**src/rtl/spq_pkg.sv**
```systemverilog
// shared types and constants for the sorted-array priority queue
`timescale 1ns / 1ps

package spq_pkg;

    localparam int DEPTH     = 64;
    localparam int KEY_W     = 32;
    localparam int CMD_W     = 2;
    localparam int STATUS_W  = 2;

    localparam logic signed [KEY_W-1:0] EMPTY_KEY = -1;
    localparam logic signed [KEY_W-1:0] ZERO_KEY  = '0;

    typedef enum logic [CMD_W-1:0] {
        CMD_INSERT = 2'd0,
        CMD_DELETE = 2'd1,
        CMD_PEEK   = 2'd2
    } t_cmd;

    typedef enum logic [STATUS_W-1:0] {
        ST_OK    = 2'd0,
        ST_EMPTY = 2'd1,
        ST_FULL  = 2'd2
    } t_status;

    // broadcast from the controller to every cell
    typedef struct packed {
        logic                    ins;
        logic                    del;
        logic signed [KEY_W-1:0] key;
    } t_cell_ctrl;

endpackage

```
**src/rtl/spq_cell.sv**
```systemverilog
// one storage cell of the sorted chain: holds one key and its valid bit
`timescale 1ns / 1ps

module spq_cell (
    input  logic                                 i_clk,
    input  logic                                 i_rst_n,
    input  spq_pkg::t_cell_ctrl                  i_ctrl,
    input  logic signed [spq_pkg::KEY_W-1:0]     i_left_key,
    input  logic                                 i_left_valid,
    input  logic                                 i_left_take,
    input  logic signed [spq_pkg::KEY_W-1:0]     i_right_key,
    input  logic                                 i_right_valid,
    output logic signed [spq_pkg::KEY_W-1:0]     o_key,
    output logic                                 o_valid,
    output logic                                 o_take
);

    logic signed [spq_pkg::KEY_W-1:0] r_key;
    logic                             r_valid;
    logic signed [spq_pkg::KEY_W-1:0] n_key;
    logic                             n_valid;
    logic                             take;

    // an empty cell counts as larger than any key
    assign take = !r_valid || (i_ctrl.key < r_key);

    always_comb begin
        n_key   = r_key;
        n_valid = r_valid;
        if (i_ctrl.ins) begin
            n_valid = r_valid | i_left_valid;
            if (take) begin
                n_key = i_left_take ? i_left_key : i_ctrl.key;
            end
        end else if (i_ctrl.del) begin
            n_key   = i_right_key;
            n_valid = i_right_valid;
        end
    end

    always_ff @(posedge i_clk) begin
        if (!i_rst_n) begin
            r_valid <= 1'b0;
        end else begin
            r_valid <= n_valid;
        end
    end

    always_ff @(posedge i_clk) begin
        r_key <= n_key;
    end

    assign o_key   = r_key;
    assign o_valid = r_valid;
    assign o_take  = take;

endmodule

```
**config.mk**
```make
export PLATFORM = sky130hd
export DESIGN_NAME = spq_cell
export DESIGN_NICKNAME = d
export VERILOG_FILES = /design/src/rtl/spq_pkg.sv /design/src/rtl/spq_cell.sv
export SDC_FILE = /design/constraint.sdc
export NUM_CORES = 1
export LEC_CHECK = 0
export BUFFER_PORTS_ARGS = -buffer_cell sky130_fd_sc_hd__buf_2
export CAP_MARGIN = 15
export CORE_UTILIZATION = 41
export DETAILED_ROUTE_END_ITERATION = 10
export PLACE_DENSITY_LB_ADDON = 0.3
export SETUP_SLACK_MARGIN = 0.5
export SLEW_MARGIN = 5
export SYNTH_ARGS = -nofsm -noshare
export SYNTH_HDL_FRONTEND = slang
export SYNTH_SLANG_ARGS = --single-unit
```
**constraint.sdc**
```tcl
create_clock -name i_clk -period 2.5 [get_ports i_clk]
set_input_delay 0.5 -clock i_clk [delete_from_list [all_inputs] [get_ports i_clk]]
set_output_delay 0.5 -clock i_clk [all_outputs]
set_load 0.02 [all_outputs]
```
==> results.py <==
metrics = {
    "outcome": {
        "outcome": "finished, violations left",
        "violations": "negative setup slack",
    },
    "routing": {
        "first_pass_iters": 5,
        "route.detailed.drc": 0,
        "drt-total-wl_um": 6624,
        "vias": 2452,
        "postRouteAntennaNets": 0,
        "vias_per_cell": 4.924,
        "avgRoutedWirePerCell_um": 13.30,
        "drt_iter0_markers": 70,
    },
    "global_routing": {
        "met2_usage_pct": 39.57,
        "antenna_found_initial": 0,
        "grt_pass1_wl_um": 10430,
        "grtUsageMet3_pct": 5.257,
        "grt_max_degree": 65,
        "gr-usage-all-layers_pct": 21.35,
        "groute.layer.met1.usage_pct": 24.16,
        "busiest_layer": "met2",
        "grt-ovfl-total": 0,
        "grt_pass1_vias": 2391,
    },
    "critical_path": {
        "worstPathMaxFanout": 2,
        "r2r_slack_ps": 190,
        "crit_path_end_kind": "output port",
        "r2r_cells": 10,
        "timing.rr.start": "o_key[2]$_DFFE_PP_",
        "critPathKind": "reg -> out",
        "startpoint_type": "flop",
        "required_ps": 2000,
        "arrival_ps": 2370,
        "path_cells": "inv_2 > ha_4 > a211o_1 > a31oi_1 > o311a_1 > o41ai_4 > a31oi_1 > mux2_4 > buf_6",
        "critPathMaxStageDelay_ps": 410,
        "crit_slowest_cell": "edfxtp_1",
        "crit_top_cell": "a31oi_1",
        "rr_endpoint": "o_key[28]$_DFFE_PP_",
    },
    "cells_and_area": {
        "layout-drive-gt1-share_pct": 47.52,
        "num-nets-final": 556,
        "final_area_um2": 3834,
        "mostFrequentLayoutCell": "buf_2",
        "num_antenna_cells": 0,
        "final_cell_mix": "buf_2 (135), a21oi_1 (41), nor2_1 (37)",
        "synthToLayoutAreaGrowth_pct": 53.89,
    },
    "clock_network": {
        "h-tree-depth": 2,
        "cts_buffers": 5,
        "cts-root-buf": "clkbuf_8",
        "cts_tree": "built",
        "clk_pin_slew_ps": 70,
        "cts_buffer_depth": 2,
        "clock-sinks": 33,
        "clock_latency_ps": 290,
    },
    "sta": {
        "slew_violations": 0,
        "hold_ws_ps": 462.2,
        "slew-limit-headroom_pct": 59.46,
        "setup_viol": 1,
        "worst_slack_ps": -367.3,
        "rsz0062_at_grt": "true",
        "fmax_ghz": 0.3488,
        "finalSetupTns_ps": -367.3,
        "min_period_over_period_pct": 114.7,
        "fin_crit_ps": 2867,
        "final_hold_viol_count": 0,
        "clock_skew_ps": 6.003,
        "worstMarginPinSlew_ps": 608.0,
    },
    "power": {
        "p_clk_share_pct": 22.6,
        "p_sw_uw": 603.7,
        "switching_share_pct": 32.24,
        "pwr-share-seq_pct": 38.3,
        "ir_worst_vdd_mv": 0.3381,
        "p_int_mw": 1.269,
        "pwr_density_cell_nw_per_um2": 488.4,
        "p_comb_share_pct": 39.0,
        "power_mw": 1.872,
        "p_leak_nw": 1.936,
    },
    "worst_hold_path": {
        "min_from": "i_rst_n",
        "hp-class": "in -> reg",
        "worstHoldPathCells": 2,
        "holdPathEnd": "o_valid$_SDFFE_PN0P_",
    },
    "place": {
        "placed_area_um2": 3481,
        "dp_hpwl_um": 5025,
        "place.gp.congestion": 0.7419,
        "post-place-ws_ps": -399.7,
        "io_buffers": 136,
    },
    "logic_synthesis": {
        "synth_cell_types": 29,
        "syn_avg_cell_area_um2": 9.401,
        "synth_nets": 399,
        "synth_top_area_share_pct": 38.57,
        "synth_area_leaders": "edfxtp_1 (39%), ha_1 (16%), mux2i_1 (13%)",
        "synth_area_um2": 2491,
        "synth.yosys.seq_area_share_pct": 39.38,
        "syn_inst": 265,
        "ys_seq_elements": 33,
        "yosysTopAreaCell": "edfxtp_1",
        "ys_warn_count": 0,
    },
    "floorplan": {
        "io-pin-count": 137,
        "row_count": 28,
        "initial_core_util_pct": 42.33,
        "die_area_um2": 6392,
        "dieHeight_um": 79.95,
        "core-area_um2": 5886,
        "die_w_um": 79.95,
    },
    "flow_run": {
        "drv_cap": 0,
    },
}
area by class of cell:
| class | count | area, um2 |
|---|---|---|
| flip-flops and latches | 33 | 980.9 |
| repair buffers | 162 | 1001 |
| well taps | 75 | 93.84 |
| multi-input cells | 187 | 1544 |
| fillers | 489 | 2052 |
| inverters | 33 | 123.9 |
| clock buffers | 8 | 90.09 |
power groups by stage:
stage / combinational (mW) / sequential (mW) / clock (mW)
after floorplan: 0.285 / 0.805 / 0
after global placement: 0.618 / 0.725 / 0
after detailed placement: 0.635 / 0.728 / 0
after CTS: 0.720 / 0.718 / 0.437
after global routing: 0.805 / 0.725 / 0.458
final: 0.731 / 0.718 / 0.424
synthesized netlist by cell type:
master	n
buf_2	3
o41ai_2	1
a21oi_1	46
nor3_1	2
mux2i_1	32
a211o_1	1
a211oi_1	1
nand3b_1	1
a221oi_1	1
ha_1	31
nor2_1	37
inv_1	33
clkbuf_1	9
or2b_1	1
o211ai_1	1
o211a_1	1
mux2_1	1
nand2b_1	2
nand2_1	10
edfxtp_1	32
o221a_2	1
nand3_1	2
nand4_1	6
a31oi_1	2
dfxtp_1	1
o21ai_0	4
o311a_1	1
a21o_1	1
and3_1	1
routing by layer:
metal  vias to the layer above  routed length [um]
li1                       1264                   -
met1                      1089                2795
met2                        92                3265
met3                         7                 482
met4                         0                  80
met5                         -                   0
metrics by stage:
step                cells  utilization, %
floorplan             265               -
finish                498           65.14
detailed placement    481           59.14
global route          498           65.14
global placement      481           59.14
CTS                   498           64.31
state kept, by name, summed over array words and instances, names as in the netlist:
| signal | cells |
|---|---|
| o_key | 32 |
| o_valid | 1 |
repair_timing:
action,in CTS,in global routing
pin swaps,10,6
hold endpoints to repair,0,0
setup endpoints to repair,33,33
buffers inserted,7,0
resized for setup,18,6
gates cloned,2,0
hold buffers,0,0
critical path: cells and delay by family, from the launching register on:
family,cells,cell delay (ps)
flops,1,410
fa+ha+maj,1,190
compound gates,5,930
mux,1,330
buf+inv,2,210
how the worst max path moves through the flow:
stage / slack (ps) / from / depth (start not counted) / to
final: -370 / o_key[2]$_DFFE_PP_ / 9 / o_take
after global routing: -450 / o_key[2]$_DFFE_PP_ / 9 / o_take
after CTS: -390 / o_key[2]$_DFFE_PP_ / 9 / o_take
after detailed placement: -400 / i_ctrl[2] / 9 / o_take
after global placement: -330 / i_ctrl[2] / 9 / o_take
after floorplan: 30 / o_key[2]$_DFFE_PP_ / 8 / o_take
cells by family after synthesis:
logic type | share of synthesized area [%]
and+or+nand+nor | 10.75
AOI/OAI and AO/OA | 14.06
buffers and inverters | 6.931
muxes | 13.31
DFF | 39.38
adders and majority gates | 15.57
Note: power is estimated with default switching activity, not from simulation.
